[src/rtl/akd_pkg.sv]
`default_nettype none

package akd_pkg;

    // Fixed layout of one anchor's values: ten point offsets, then objectness.
    localparam int OFFSET_COUNT      = 10;
    localparam int POINT_FIELDS      = 11;
    localparam int POINT_COUNT       = 5;
    localparam int LAST_POINT_NUMBER = POINT_COUNT - 1;

    localparam int FEATURE_W = 16;
    localparam int COORD_W   = 24;
    localparam int POINT_W   = 3;
    localparam int ANCHOR_W  = 14;
    localparam int SCALE_W   = 16;
    localparam int CFG_W     = 24;

    localparam logic signed [COORD_W-1:0] COORD_MAX = 24'sh7FFFFF;
    localparam logic signed [COORD_W-1:0] COORD_MIN = -24'sh800000;

    // log2 of the stride of each grid level: 8, 16 and 32.
    localparam logic [2:0] STRIDE_SHIFT_L0 = 3'd3;
    localparam logic [2:0] STRIDE_SHIFT_L1 = 3'd4;
    localparam logic [2:0] STRIDE_SHIFT_L2 = 3'd5;

    typedef enum logic [1:0] {
        LEVEL_S8  = 2'd0,
        LEVEL_S16 = 2'd1,
        LEVEL_S32 = 2'd2,
        LEVEL_BAD = 2'd3
    } t_level;

    typedef enum logic [1:0] {
        CFG_INVERSE_SCALE    = 2'd0,
        CFG_SHIFT_X          = 2'd1,
        CFG_SHIFT_Y          = 2'd2,
        CFG_CONFIDENCE_FLOOR = 2'd3
    } t_cfg_index;

    // Per-result tag that travels alongside the coordinate pipeline.
    typedef struct packed {
        logic [POINT_W-1:0]          point_number;
        logic                        last_point;
        logic [ANCHOR_W-1:0]         anchor_number;
        logic                        class_index;
        logic                        color_index;
        logic signed [FEATURE_W-1:0] objectness;
    } t_meta;

endpackage

`default_nettype wire

[src/rtl/anchor_keypoint_decoder_core.sv]
`default_nettype none

// Keypoint decoder for an anchor-free detector head.
// Input channel: one signed Q8.8 head value per request (i_feature_valid /
// o_feature_ready), anchor after anchor, each anchor made of ten point offsets,
// objectness, the color scores and the class scores. The block tracks the grid
// position itself, row by row over the stride 8, 16 and 32 levels.
// Output channel: five keypoint requests per kept anchor (o_point_valid /
// i_point_ready), keypoint 0 to 4, with o_last_point on the fifth.
// Throughput: one head value per cycle while o_feature_ready is high. Results pass
// the snapshot, grid scaling, multiply and round-and-saturate registers; after the
// first, the other four follow one per cycle unless the receiver stalls.
// A single anchor snapshot holds the results being sent; when the receiver
// stalls long enough that the snapshot is still busy as the next anchor
// completes, o_feature_ready drops on that anchor's last value only.
// A stalled result holds in the output register while the pipeline freezes.
// Reset returns the grid walk to the first anchor, empties the pipeline and
// loads the configuration defaults. Configuration writes take effect at once.
module anchor_keypoint_decoder_core #(
    parameter int INPUT_SIDE   = 640,
    parameter int COLOR_SCORES = 2,
    parameter int CLASS_SCORES = 2
) (
    input  wire logic                                 i_clk,
    input  wire logic                                 i_rst_n,

    input  wire logic                                 i_cfg_we,
    input  wire logic [1:0]                           i_cfg_index,
    input  wire logic [akd_pkg::CFG_W-1:0]            i_cfg_data,

    input  wire logic                                 i_feature_valid,
    output logic                                      o_feature_ready,
    input  wire logic signed [akd_pkg::FEATURE_W-1:0] i_feature_value,

    output logic                                      o_point_valid,
    input  wire logic                                 i_point_ready,
    output logic signed [akd_pkg::COORD_W-1:0]        o_point_x,
    output logic signed [akd_pkg::COORD_W-1:0]        o_point_y,
    output logic [akd_pkg::POINT_W-1:0]               o_point_number,
    output logic [akd_pkg::ANCHOR_W-1:0]              o_anchor_number,
    output logic                                      o_class_index,
    output logic                                      o_color_index,
    output logic signed [akd_pkg::FEATURE_W-1:0]      o_objectness,
    output logic                                      o_last_point
);

    localparam int ANCHOR_ELEMENTS = akd_pkg::POINT_FIELDS + COLOR_SCORES + CLASS_SCORES;
    localparam int POS_W   = $clog2(ANCHOR_ELEMENTS);
    localparam int CELLS0  = INPUT_SIDE / 8;
    localparam int CELLS1  = INPUT_SIDE / 16;
    localparam int CELLS2  = INPUT_SIDE / 32;
    localparam int GRID_W  = $clog2(CELLS0);
    localparam int CLR_W   = (COLOR_SCORES > 1) ? $clog2(COLOR_SCORES) : 1;
    localparam int CLS_W   = (CLASS_SCORES > 1) ? $clog2(CLASS_SCORES) : 1;
    localparam int SUM_W   = (GRID_W + 10 > 17) ? GRID_W + 10 : 17;
    localparam int NET_W   = SUM_W + 5;
    localparam int PROD_W  = NET_W + akd_pkg::SCALE_W + 1;
    localparam int RND_W   = PROD_W - 8;
    localparam int SH_W    = RND_W + 1;
    localparam int CLASS_START = akd_pkg::POINT_FIELDS + COLOR_SCORES;

    // Configuration registers.
    logic [akd_pkg::SCALE_W-1:0]          r_inverse_scale;
    logic signed [akd_pkg::COORD_W-1:0]   r_shift_x;
    logic signed [akd_pkg::COORD_W-1:0]   r_shift_y;
    logic signed [akd_pkg::FEATURE_W-1:0] r_confidence_floor;

    always_ff @(posedge i_clk) begin
        if (!i_rst_n) begin
            r_inverse_scale    <= akd_pkg::SCALE_W'(256);
            r_shift_x          <= '0;
            r_shift_y          <= '0;
            r_confidence_floor <= akd_pkg::FEATURE_W'(51);
        end else if (i_cfg_we) begin
            unique case (akd_pkg::t_cfg_index'(i_cfg_index))
                akd_pkg::CFG_INVERSE_SCALE:
                    r_inverse_scale <= i_cfg_data[akd_pkg::SCALE_W-1:0];
                akd_pkg::CFG_SHIFT_X:
                    r_shift_x <= $signed(i_cfg_data);
                akd_pkg::CFG_SHIFT_Y:
                    r_shift_y <= $signed(i_cfg_data);
                akd_pkg::CFG_CONFIDENCE_FLOOR:
                    r_confidence_floor <= $signed(i_cfg_data[akd_pkg::FEATURE_W-1:0]);
                default: ;
            endcase
        end
    end

    // Anchor collection.
    logic [POS_W-1:0]                     r_pos;
    logic [GRID_W-1:0]                    r_col;
    logic [GRID_W-1:0]                    r_row;
    akd_pkg::t_level                      r_level;
    logic [akd_pkg::ANCHOR_W-1:0]         r_anchor;
    logic signed [akd_pkg::FEATURE_W-1:0] r_off [akd_pkg::OFFSET_COUNT];
    logic signed [akd_pkg::FEATURE_W-1:0] r_obj;
    logic signed [akd_pkg::FEATURE_W-1:0] r_clr_score;
    logic [CLR_W-1:0]                     r_clr_idx;
    logic signed [akd_pkg::FEATURE_W-1:0] r_cls_score;
    logic [CLS_W-1:0]                     r_cls_idx;

    // Snapshot of a kept anchor while its five results go out.
    logic                                 r_snap_busy;
    logic [akd_pkg::POINT_W-1:0]          r_snap_pt;
    logic signed [akd_pkg::FEATURE_W-1:0] r_snap_off [akd_pkg::OFFSET_COUNT];
    logic [GRID_W-1:0]                    r_snap_col;
    logic [GRID_W-1:0]                    r_snap_row;
    logic [2:0]                           r_snap_shift;
    logic [akd_pkg::ANCHOR_W-1:0]         r_snap_anchor;
    logic                                 r_snap_cls;
    logic                                 r_snap_clr;
    logic signed [akd_pkg::FEATURE_W-1:0] r_snap_obj;

    logic                                 w_accept;
    logic                                 w_last;
    logic                                 w_keep;
    logic                                 w_is_clr;
    logic                                 w_is_cls;
    logic [CLR_W-1:0]                     w_clr_k;
    logic [CLS_W-1:0]                     w_cls_k;
    logic signed [akd_pkg::FEATURE_W-1:0] n_clr_score;
    logic [CLR_W-1:0]                     n_clr_idx;
    logic signed [akd_pkg::FEATURE_W-1:0] n_cls_score;
    logic [CLS_W-1:0]                     n_cls_idx;
    logic [GRID_W:0]                      w_cells;
    logic [2:0]                           w_stride_shift;
    logic [GRID_W:0]                      w_col_inc;
    logic [GRID_W:0]                      w_row_inc;

    assign o_feature_ready = !(w_last && r_snap_busy);
    assign w_accept        = i_feature_valid && o_feature_ready;
    assign w_last          = (r_pos == POS_W'(ANCHOR_ELEMENTS - 1));
    assign w_keep          = w_accept && w_last && (r_obj >= r_confidence_floor);
    assign w_is_clr        = (r_pos >= POS_W'(akd_pkg::POINT_FIELDS)) &&
                             (r_pos < POS_W'(CLASS_START));
    assign w_is_cls        = (r_pos >= POS_W'(CLASS_START));
    assign w_clr_k         = CLR_W'(r_pos - POS_W'(akd_pkg::POINT_FIELDS));
    assign w_cls_k         = CLS_W'(r_pos - POS_W'(CLASS_START));
    assign w_col_inc       = {1'b0, r_col} + (GRID_W+1)'(1);
    assign w_row_inc       = {1'b0, r_row} + (GRID_W+1)'(1);

    always_comb begin
        case (r_level)
            akd_pkg::LEVEL_S16: begin
                w_cells        = (GRID_W+1)'(CELLS1);
                w_stride_shift = akd_pkg::STRIDE_SHIFT_L1;
            end
            akd_pkg::LEVEL_S32: begin
                w_cells        = (GRID_W+1)'(CELLS2);
                w_stride_shift = akd_pkg::STRIDE_SHIFT_L2;
            end
            default: begin
                w_cells        = (GRID_W+1)'(CELLS0);
                w_stride_shift = akd_pkg::STRIDE_SHIFT_L0;
            end
        endcase
    end

    // First maximum wins: the first score of a group always loads.
    always_comb begin
        n_clr_score = r_clr_score;
        n_clr_idx   = r_clr_idx;
        n_cls_score = r_cls_score;
        n_cls_idx   = r_cls_idx;
        if (w_accept && w_is_clr &&
            (w_clr_k == '0 || i_feature_value > r_clr_score)) begin
            n_clr_score = i_feature_value;
            n_clr_idx   = w_clr_k;
        end
        if (w_accept && w_is_cls &&
            (w_cls_k == '0 || i_feature_value > r_cls_score)) begin
            n_cls_score = i_feature_value;
            n_cls_idx   = w_cls_k;
        end
    end

    always_ff @(posedge i_clk) begin
        if (!i_rst_n) begin
            r_pos     <= '0;
            r_col     <= '0;
            r_row     <= '0;
            r_level   <= akd_pkg::LEVEL_S8;
            r_anchor  <= '0;
            r_clr_idx <= '0;
            r_cls_idx <= '0;
        end else begin
            r_clr_idx <= n_clr_idx;
            r_cls_idx <= n_cls_idx;
            if (w_accept) begin
                if (w_last) begin
                    r_pos    <= '0;
                    r_anchor <= r_anchor + akd_pkg::ANCHOR_W'(1);
                    if (w_col_inc >= w_cells) begin
                        r_col <= '0;
                        if (w_row_inc >= w_cells) begin
                            r_row <= '0;
                            unique case (r_level)
                                akd_pkg::LEVEL_S8:  r_level <= akd_pkg::LEVEL_S16;
                                akd_pkg::LEVEL_S16: r_level <= akd_pkg::LEVEL_S32;
                                default: begin
                                    r_level  <= akd_pkg::LEVEL_S8;
                                    r_anchor <= '0;
                                end
                            endcase
                        end else begin
                            r_row <= GRID_W'(w_row_inc);
                        end
                    end else begin
                        r_col <= GRID_W'(w_col_inc);
                    end
                end else begin
                    r_pos <= r_pos + POS_W'(1);
                end
            end
        end
    end

    // Offsets enter a shift line, so x0 sits at the front once all ten are in.
    always_ff @(posedge i_clk) begin
        r_clr_score <= n_clr_score;
        r_cls_score <= n_cls_score;
        if (w_accept && r_pos < POS_W'(akd_pkg::OFFSET_COUNT)) begin
            for (int i = 0; i < akd_pkg::OFFSET_COUNT - 1; i++) begin
                r_off[i] <= r_off[i+1];
            end
            r_off[akd_pkg::OFFSET_COUNT-1] <= i_feature_value;
        end
        if (w_accept && r_pos == POS_W'(akd_pkg::OFFSET_COUNT)) begin
            r_obj <= i_feature_value;
        end
    end

    // Result pipeline: snapshot, grid scaling, multiply, round and saturate.
    logic                       w_advance;
    logic                       r_s1_valid;
    logic signed [NET_W-1:0]    r_s1_x;
    logic signed [NET_W-1:0]    r_s1_y;
    akd_pkg::t_meta             r_s1_meta;
    logic                       r_s2_valid;
    logic signed [PROD_W-1:0]   r_s2_x;
    logic signed [PROD_W-1:0]   r_s2_y;
    akd_pkg::t_meta             r_s2_meta;
    logic                       r_out_valid;
    logic signed [akd_pkg::COORD_W-1:0] r_out_x;
    logic signed [akd_pkg::COORD_W-1:0] r_out_y;
    akd_pkg::t_meta             r_out_meta;

    logic signed [SUM_W-1:0]    w_sum_x;
    logic signed [SUM_W-1:0]    w_sum_y;
    logic signed [NET_W-1:0]    w_net_x;
    logic signed [NET_W-1:0]    w_net_y;
    akd_pkg::t_meta             w_snap_meta;
    logic signed [RND_W-1:0]    w_rnd_x;
    logic signed [RND_W-1:0]    w_rnd_y;
    logic signed [SH_W-1:0]     w_img_x;
    logic signed [SH_W-1:0]     w_img_y;
    logic signed [akd_pkg::COORD_W-1:0] w_sat_x;
    logic signed [akd_pkg::COORD_W-1:0] w_sat_y;
    logic signed [PROD_W-1:0]   w_scale;

    assign w_advance = !(r_out_valid && !i_point_ready);

    assign w_sum_x = SUM_W'(r_snap_off[0]) + SUM_W'($signed({1'b0, r_snap_col, 8'h00}));
    assign w_sum_y = SUM_W'(r_snap_off[1]) + SUM_W'($signed({1'b0, r_snap_row, 8'h00}));
    assign w_net_x = NET_W'(w_sum_x) <<< r_snap_shift;
    assign w_net_y = NET_W'(w_sum_y) <<< r_snap_shift;

    always_comb begin
        w_snap_meta.point_number  = r_snap_pt;
        w_snap_meta.last_point    = (r_snap_pt == akd_pkg::POINT_W'(akd_pkg::LAST_POINT_NUMBER));
        w_snap_meta.anchor_number = r_snap_anchor;
        w_snap_meta.class_index   = r_snap_cls;
        w_snap_meta.color_index   = r_snap_clr;
        w_snap_meta.objectness    = r_snap_obj;
    end

    assign w_scale = PROD_W'($signed({1'b0, r_inverse_scale}));

    // Round half up from Q.16 to Q.8; the arithmetic shift floors.
    assign w_rnd_x = RND_W'((r_s2_x + PROD_W'(128)) >>> 8);
    assign w_rnd_y = RND_W'((r_s2_y + PROD_W'(128)) >>> 8);
    assign w_img_x = SH_W'(w_rnd_x) + SH_W'(r_shift_x);
    assign w_img_y = SH_W'(w_rnd_y) + SH_W'(r_shift_y);

    always_comb begin
        if (w_img_x > SH_W'(akd_pkg::COORD_MAX)) begin
            w_sat_x = akd_pkg::COORD_MAX;
        end else if (w_img_x < SH_W'(akd_pkg::COORD_MIN)) begin
            w_sat_x = akd_pkg::COORD_MIN;
        end else begin
            w_sat_x = akd_pkg::COORD_W'(w_img_x);
        end
        if (w_img_y > SH_W'(akd_pkg::COORD_MAX)) begin
            w_sat_y = akd_pkg::COORD_MAX;
        end else if (w_img_y < SH_W'(akd_pkg::COORD_MIN)) begin
            w_sat_y = akd_pkg::COORD_MIN;
        end else begin
            w_sat_y = akd_pkg::COORD_W'(w_img_y);
        end
    end

    always_ff @(posedge i_clk) begin
        if (!i_rst_n) begin
            r_snap_busy <= 1'b0;
            r_snap_pt   <= '0;
            r_s1_valid  <= 1'b0;
            r_s2_valid  <= 1'b0;
            r_out_valid <= 1'b0;
        end else begin
            if (w_keep) begin
                r_snap_busy <= 1'b1;
                r_snap_pt   <= '0;
            end else if (r_snap_busy && w_advance) begin
                r_snap_pt <= r_snap_pt + akd_pkg::POINT_W'(1);
                if (r_snap_pt == akd_pkg::POINT_W'(akd_pkg::LAST_POINT_NUMBER)) begin
                    r_snap_busy <= 1'b0;
                end
            end
            if (w_advance) begin
                r_s1_valid  <= r_snap_busy;
                r_s2_valid  <= r_s1_valid;
                r_out_valid <= r_s2_valid;
            end
        end
    end

    always_ff @(posedge i_clk) begin
        if (w_keep) begin
            for (int i = 0; i < akd_pkg::OFFSET_COUNT; i++) begin
                r_snap_off[i] <= r_off[i];
            end
            r_snap_col    <= r_col;
            r_snap_row    <= r_row;
            r_snap_shift  <= w_stride_shift;
            r_snap_anchor <= r_anchor;
            r_snap_cls    <= n_cls_idx[0];
            r_snap_clr    <= n_clr_idx[0];
            r_snap_obj    <= r_obj;
        end else if (r_snap_busy && w_advance) begin
            // Move the next point's x and y to the front.
            for (int i = 0; i < akd_pkg::OFFSET_COUNT - 2; i++) begin
                r_snap_off[i] <= r_snap_off[i+2];
            end
        end
        if (w_advance) begin
            r_s1_x     <= w_net_x;
            r_s1_y     <= w_net_y;
            r_s1_meta  <= w_snap_meta;
            r_s2_x     <= PROD_W'(r_s1_x) * w_scale;
            r_s2_y     <= PROD_W'(r_s1_y) * w_scale;
            r_s2_meta  <= r_s1_meta;
            r_out_x    <= w_sat_x;
            r_out_y    <= w_sat_y;
            r_out_meta <= r_s2_meta;
        end
    end

    assign o_point_valid   = r_out_valid;
    assign o_point_x       = r_out_x;
    assign o_point_y       = r_out_y;
    assign o_point_number  = r_out_meta.point_number;
    assign o_anchor_number = r_out_meta.anchor_number;
    assign o_class_index   = r_out_meta.class_index;
    assign o_color_index   = r_out_meta.color_index;
    assign o_objectness    = r_out_meta.objectness;
    assign o_last_point    = r_out_meta.last_point;

endmodule

`default_nettype wire

[config.mk]
export PLATFORM = sky130hd
export DESIGN_NAME = anchor_keypoint_decoder_core
export DESIGN_NICKNAME = d
export VERILOG_FILES = /design/src/rtl/akd_pkg.sv /design/src/rtl/anchor_keypoint_decoder_core.sv
export SDC_FILE = /design/constraint.sdc
export NUM_CORES = 2
export LEC_CHECK = 0
export ABC_AREA = 1
export BUFFER_PORTS_ARGS = -buffer_cell sky130_fd_sc_hd__buf_2
export CORE_ASPECT_RATIO = 0.9
export CORE_MARGIN = 2
export CORE_UTILIZATION = 40
export CTS_CLUSTER_SIZE = 28
export DETAILED_ROUTE_END_ITERATION = 12
export PLACE_DENSITY_LB_ADDON = 0.08
export REMOVE_ABC_BUFFERS = 1
export SKIP_LAST_GASP = 1
export SYNTH_ARGS = -nofsm -noshare
export SYNTH_HDL_FRONTEND = slang
export SYNTH_SLANG_ARGS = --single-unit
[constraint.sdc]
create_clock -name i_clk -period 16.5 [get_ports i_clk]
set_input_delay 0 -clock i_clk [delete_from_list [all_inputs] [get_ports i_clk]]
set_output_delay 0 -clock i_clk [all_outputs]
set_load 0.005 [all_outputs]
======== After elaboration in Yosys (flattened, before gate mapping) ========
Memory sizes are Yosys's and may differ from the RTL's.
Cells that the tools add are included.
cells by class
  add/sub/neg operators ................... 13
  $mul .................................... 2
  magnitude comparators ................... 13
  equality and inequality tests ........... 8
  shift-type cells ........................ 2
  multiplexer cells ....................... 31
  bitwise gates (word level) .............. 11
  reduce and logical (&&, ||, !) cells .... 32
operators by type and width
  operator                 count
  $mux W16                 8
  $add A39 B9 Y39 const B  2
  $mul A22 B17 Y39         2
  $add A31 B24 Y32         2
  $gt A32 B24 Y1 const B   2
  $lt A32 B24 Y1 const B   2
  $mux W24                 2
  $sshl A17 B3 Y22         2
  $mux W14                 3
  $add A16 B16 Y17         2
  $gt A16 B16 Y1           2
  $add A7 B1 Y8 const B    2
  $ge A16 B16 Y1           1
  $ge A8 B8 Y1             2
  $add A14 B1 Y14 const B  1
  $mux W7                  2
  $pmux W7 S2              1
  $logic_and A1 B1 Y1      13
  $mux W1                  12
  $reduce_and A2 Y1        6
  $eq A4 B4 Y1 const B     2
  $ge A4 B4 Y1 const B     2
  $lt A4 B4 Y1 const B     2
  $or A1 B1 Y1             8
  17 further kinds         29
storage, ports and cells
  bits in registers ....................... 498
  memory bits (writable) .................. 320
  input port bits ......................... 47
  output and inout bits ................... 86
  word-level logic and storage cells ...... 164
  memories ................................ 2
memories
  name        depth  width  rd ports  clocked after Yosys merged registers in  write ports  RTL line                             RTL
  r_off       10     16     10        0                                        10           anchor_keypoint_decoder_core.sv:95   logic signed [akd_pkg::FEATURE_W-1:0] r_off [akd_pkg::OFFSET_COUNT];
  r_snap_off  10     16     10        0                                        10           anchor_keypoint_decoder_core.sv:105  logic signed [akd_pkg::FEATURE_W-1:0] r_snap_off [akd_pkg::OFFSET_COUNT];

======== Logic depth before layout (Yosys ltp) ========
  depth after elaboration ................. 9
  mapped depth ............................ 28
  mapped depth without buffers ............ 27

======== Worst setup path after synthesis ========
Ideal clock, no wire load.
  path type ............................... register -> register
  start ................................... reg r_out_valid (netlist: o_point_valid)
  end ..................................... mem r_snap_off[0][0] (netlist bit) (enable)
  setup time .............................. 0.492 ns
  data arrival time ....................... 9.688 ns
  required time ........................... 16.008 ns
  path slack .............................. 6.321 ns
  cell stages (with the launch flop) ...... 7
  path buffers ............................ 1
  clock period less this slack ............ 10.179 ns
  path through ............................ dfxtp_1 -> inv_1 -> nor2_1 -> inv_1 -> nand2_1 -> clkbuf_1 -> nand2_1
RTL lines
  what                    RTL line                             RTL
  from (decl)             anchor_keypoint_decoder_core.sv:243  logic r_out_valid;
  from (signal assigned)  anchor_keypoint_decoder_core.sv:322  r_out_valid <= r_s2_valid;
  to (decl)               anchor_keypoint_decoder_core.sv:105

======== Final worst setup path ========
  start ................................... reg r_inverse_scale[2] (netlist bit)
  end ..................................... reg r_s2_x[38] (data pin)
between the ends
  word-level cells in the longest chain between the ends .. 1
ends and longest elaborated chain
  what                    RTL line                             RTL
  from (decl)             anchor_keypoint_decoder_core.sv:63   logic [akd_pkg::SCALE_W-1:0] r_inverse_scale;
  from (signal assigned)  anchor_keypoint_decoder_core.sv:70   r_inverse_scale <= akd_pkg::SCALE_W'(256);
  from (signal assigned)  anchor_keypoint_decoder_core.sv:77   r_inverse_scale <= i_cfg_data[akd_pkg::SCALE_W-1:0];
  $mul A22 B17 Y39        anchor_keypoint_decoder_core.sv:349  r_s2_x <= PROD_W'(r_s1_x) * w_scale;
  to (signal assigned)    anchor_keypoint_decoder_core.sv:349
  to (decl)               anchor_keypoint_decoder_core.sv:240  logic signed [PROD_W-1:0] r_s2_x;
No other way between the ends.
A chain may end at the register's enable or synchronous reset.

==> impl_metrics.yaml <==
timing:
  final.setup.tns_ps: 0
  timing.final.crit_share_pct: 41.7
  fin_ws_ps: 9620
  hold_violations: 0
  period_minus_slack_ps: 6880
  worstMarginPinSlew_ps: 1060
  slew_violations: 0
  fin_skew_ps: 31.4
  maxSlewHeadroom_pct: 29.5
  holdWs_ps: 110
  fmax_mhz: 145
  rsz0062_at_grt: "false"
  setup_viol: 0
synthesis:
  synth_top_area_share_pct: 32.2
  synth-seq-cells: 804
  syn_area_mm2: 0.0635
  synth-warning-count: 0
  synthArstFlopShare_pct: 0
  synth_edf_count: 681
  synthTopCellsByArea: "edfxtp_1 (32%), fa_1 (22%), nand2_1 (12%)"
  syn-mean-instance-area_um2: 8.94
  ys_seq_area_share_pct: 36.1
  synth_cell_type_count: 54
  syn_inst: 7097
  synth_largest_area_cell: "edfxtp_1"
  synthFlopType: "edfxtp_1"
power_and_ir_drop:
  p_int_uw: 4420
  p_clk_share_pct: 30.1
  swShare_pct: 35.2
  p_per_area_mw_per_mm2: 97.8
  seqPwrFrac_pct: 37.3
  p_switching_uw: 2400
  power.leakage_uw: 0.0344
  p_comb_share_pct: 32.6
  ir_drop_uv: 108
min_path:
  whs_endpoint: "r_off[9][1]"
  hp-start: "i_feature_value[1]"
  min_path_cells: 2
  hold_class: "in -> reg"
global_routing:
  grt_max_degree: 93
  antenna_found_initial: 4
  grt_usage_pct: 20.7
  grt_pass1_wl_mm: 262
  overflow: 0
  top_usage_layer: "met2"
  grtUsageMet1_pct: 29.1
  grt_pass1_vias: 46200
  met2_usage_pct: 33.4
  use_met3_pct: 2.68
clocking:
  cts.sinks: 804
  cts.reportedPaths.clkPinSlew_ps: 70
  cts.repair.resized: 0
  cts_buffers: 89
  htreeDepth: 3
  cts_tree: "yes"
  cts_buffer_depth: 3
  clock_latency_ps: 720
  clockRootBuffer: "clkbuf_16"
detailed_routing:
  drt_iter0_markers: 2960
  routed_wl_mm: 164
  vias: 44400
  via_per_inst: 4.74
  wire_per_inst_um: 17.6
  route.detailed.drc: 0
  final_antenna_net_count: 0
  drt_first_pass_iters: 5
worst_setup_path:
  cpMaxStageDelayCell: "fa_1"
  critPathTopFamily: "adder cells"
  r2r_slack_ps: 9620
  cp_cell_sequence: "buf_4, nand2_1, fa_1, fa_1, inv_1, fa_1, fa_1, fa_1, inv_1, fa_1, inv_1, ha_1, a21oi_1, inv_1, a31oi_1, o21ai_0, a21oi_1, nand2_1, nand2_1, nand2_1, xnor2_1"
  path_buf_inv: 5
  cp-end-kind: "flop"
  r2r-start: "r_inverse_scale[2]"
  reg2reg_depth: 21
  crit_required_ps: 16950
  crit_top_cell: "fa_1"
  crit_path_max_fanout: 33
  arrival_ps: 7330
  critPathKind: "reg -> reg"
  start_kind: "flop"
  cp_slowest_stage_delay_ps: 800
  r2r_end: "r_s2_x[38]"
  startpoint: "r_inverse_scale[2]"
layout:
  nNetsFinal: 8259
  drive_gt1_share_pct: 4.96
  final_area_mm2: 0.0698
  diodes: 0
  layout_common_cells: "nand2_1 (1971), inv_1 (1606), fa_1 (698)"
  layout_commonest_cell: "nand2_1"
  syn2layout_area_growth_pct: 9.97
  final_util_pct: 44.3
outcome:
  status: "finished, final reports clean"
flow_run:
  cap_violations: 0
placed_design:
  dp_hpwl_mm: 122
  dp_slack_ps: 9660
  io_buffer_count: 132
  place.gp.congestion: 0.866
  placed_area_mm2: 0.0661
floorplan:
  rows: 138
  start_util_pct: 40.3
  die_w_um: 424
  die_y_um: 382
  boundaryPins: 133
  core_mm2: 0.157
  die_area_mm2: 0.162
-- state kept, by name (all words and copies together) (netlist names), 22 cells and up --
| signal | cells |
|---|---|
| r_s2_x | 32 |
| r_snap_off | 160 |
| r_shift_x | 24 |
| o_point_y | 24 |
| r_s1_x | 22 |
| r_off | 160 |
| r_s2_y | 32 |
| r_s1_meta | 36 |
| o_point_x | 24 |
| r_shift_y | 24 |
| r_s2_meta | 36 |
| r_s1_y | 22 |
-- synth_stat cells, types with 5 or more instances --
| cell | instances |
|---|---|
| a21oi_1 | 210 |
| buf_1 | 5 |
| o21a_1 | 9 |
| o21bai_1 | 6 |
| nand3_1 | 151 |
| xor2_1 | 143 |
| nand2_1 | 1973 |
| dfxtp_1 | 123 |
| a21o_1 | 8 |
| and3_1 | 6 |
| buf_6 | 8 |
| a211oi_1 | 7 |
| nor3_2 | 9 |
| nor2_1 | 369 |
| nor4_1 | 17 |
| inv_1 | 1609 |
| o21ai_0 | 230 |
| nand4_1 | 45 |
| mux2i_1 | 8 |
| nand2_2 | 14 |
| clkbuf_1 | 233 |
| nor2_2 | 11 |
| edfxtp_1 | 681 |
| fa_1 | 698 |
| a31oi_1 | 21 |
| nor3_1 | 44 |
| xnor2_1 | 62 |
| o211ai_1 | 8 |
| ha_1 | 336 |
| inv_2 | 5 |
| a21boi_0 | 10 |
| nand3b_1 | 7 |
-- area by class of cell --
| cell class | count | area [um2] |
|---|---|---|
| Clock inverter | 54 | 606 |
| Clock buffer | 113 | 2420 |
| Tap cell | 2100 | 2630 |
| Fill cell | 15500 | 87700 |
| Inverter | 1615 | 6070 |
| Timing Repair Buffer | 239 | 1640 |
| Multi-Input combinational cell | 4429 | 33500 |
| Sequential cell | 804 | 22900 |
-- how the worst max path moves through the flow --
stage | slack (ps) | cells past startpoint | end
after floorplan | 2060 | 5 | r_snap_off[0][0]
after detailed placement | 9660 | 21 | r_s2_x[38]
after CTS | 9640 | 21 | r_s2_x[38]
final | 9620 | 21 | r_s2_x[38]
after global placement | 9790 | 18 | r_s2_y[32]
after global routing | 9130 | 21 | r_s2_x[38]
-- power by group through the flow --
stage	Clock, uW	Combinational (uW)	Sequential, uW
global placement	0	2230	2590
floorplan	0	1530	2580
finish	2060	2230	2540
CTS	2130	2250	2550
detailed placement	0	2230	2590
global route	2200	2570	2560
-- metrics by stage --
step,std cells,total power (uW)
after global routing,9354,7330
after detailed placement,9116,4820
after floorplan,6848,4120
after global placement,9116,4810
final,9354,6830
after CTS,9354,6920
-- timing repair --
| item | CTS | global route |
|---|---|---|
| hold endpoints to repair | 209 | 0 |
| hold buffers | 71 | 0 |
| buffers inserted | 0 | 0 |
-- routing by layer --
metal  share of wire [%]  vias up
li1                    -    21800
met3                 4.2      192
met2                  46      849
met4                 2.7        0
met1                  47    21600
met5                   0        -
-- kinds of logic after synthesis --
group / synth area share [%]
AO/OA/AOI/OAI: 4.45
XOR/XNOR: 2.83
adder cells (fa/ha/maj): 28.6
buffers and inverters: 11.1
flip-flops: 36.1
multiplexers: 0.126
AND/OR/NAND/NOR: 16.7
Note: power is estimated with default switching activity, not from simulation.
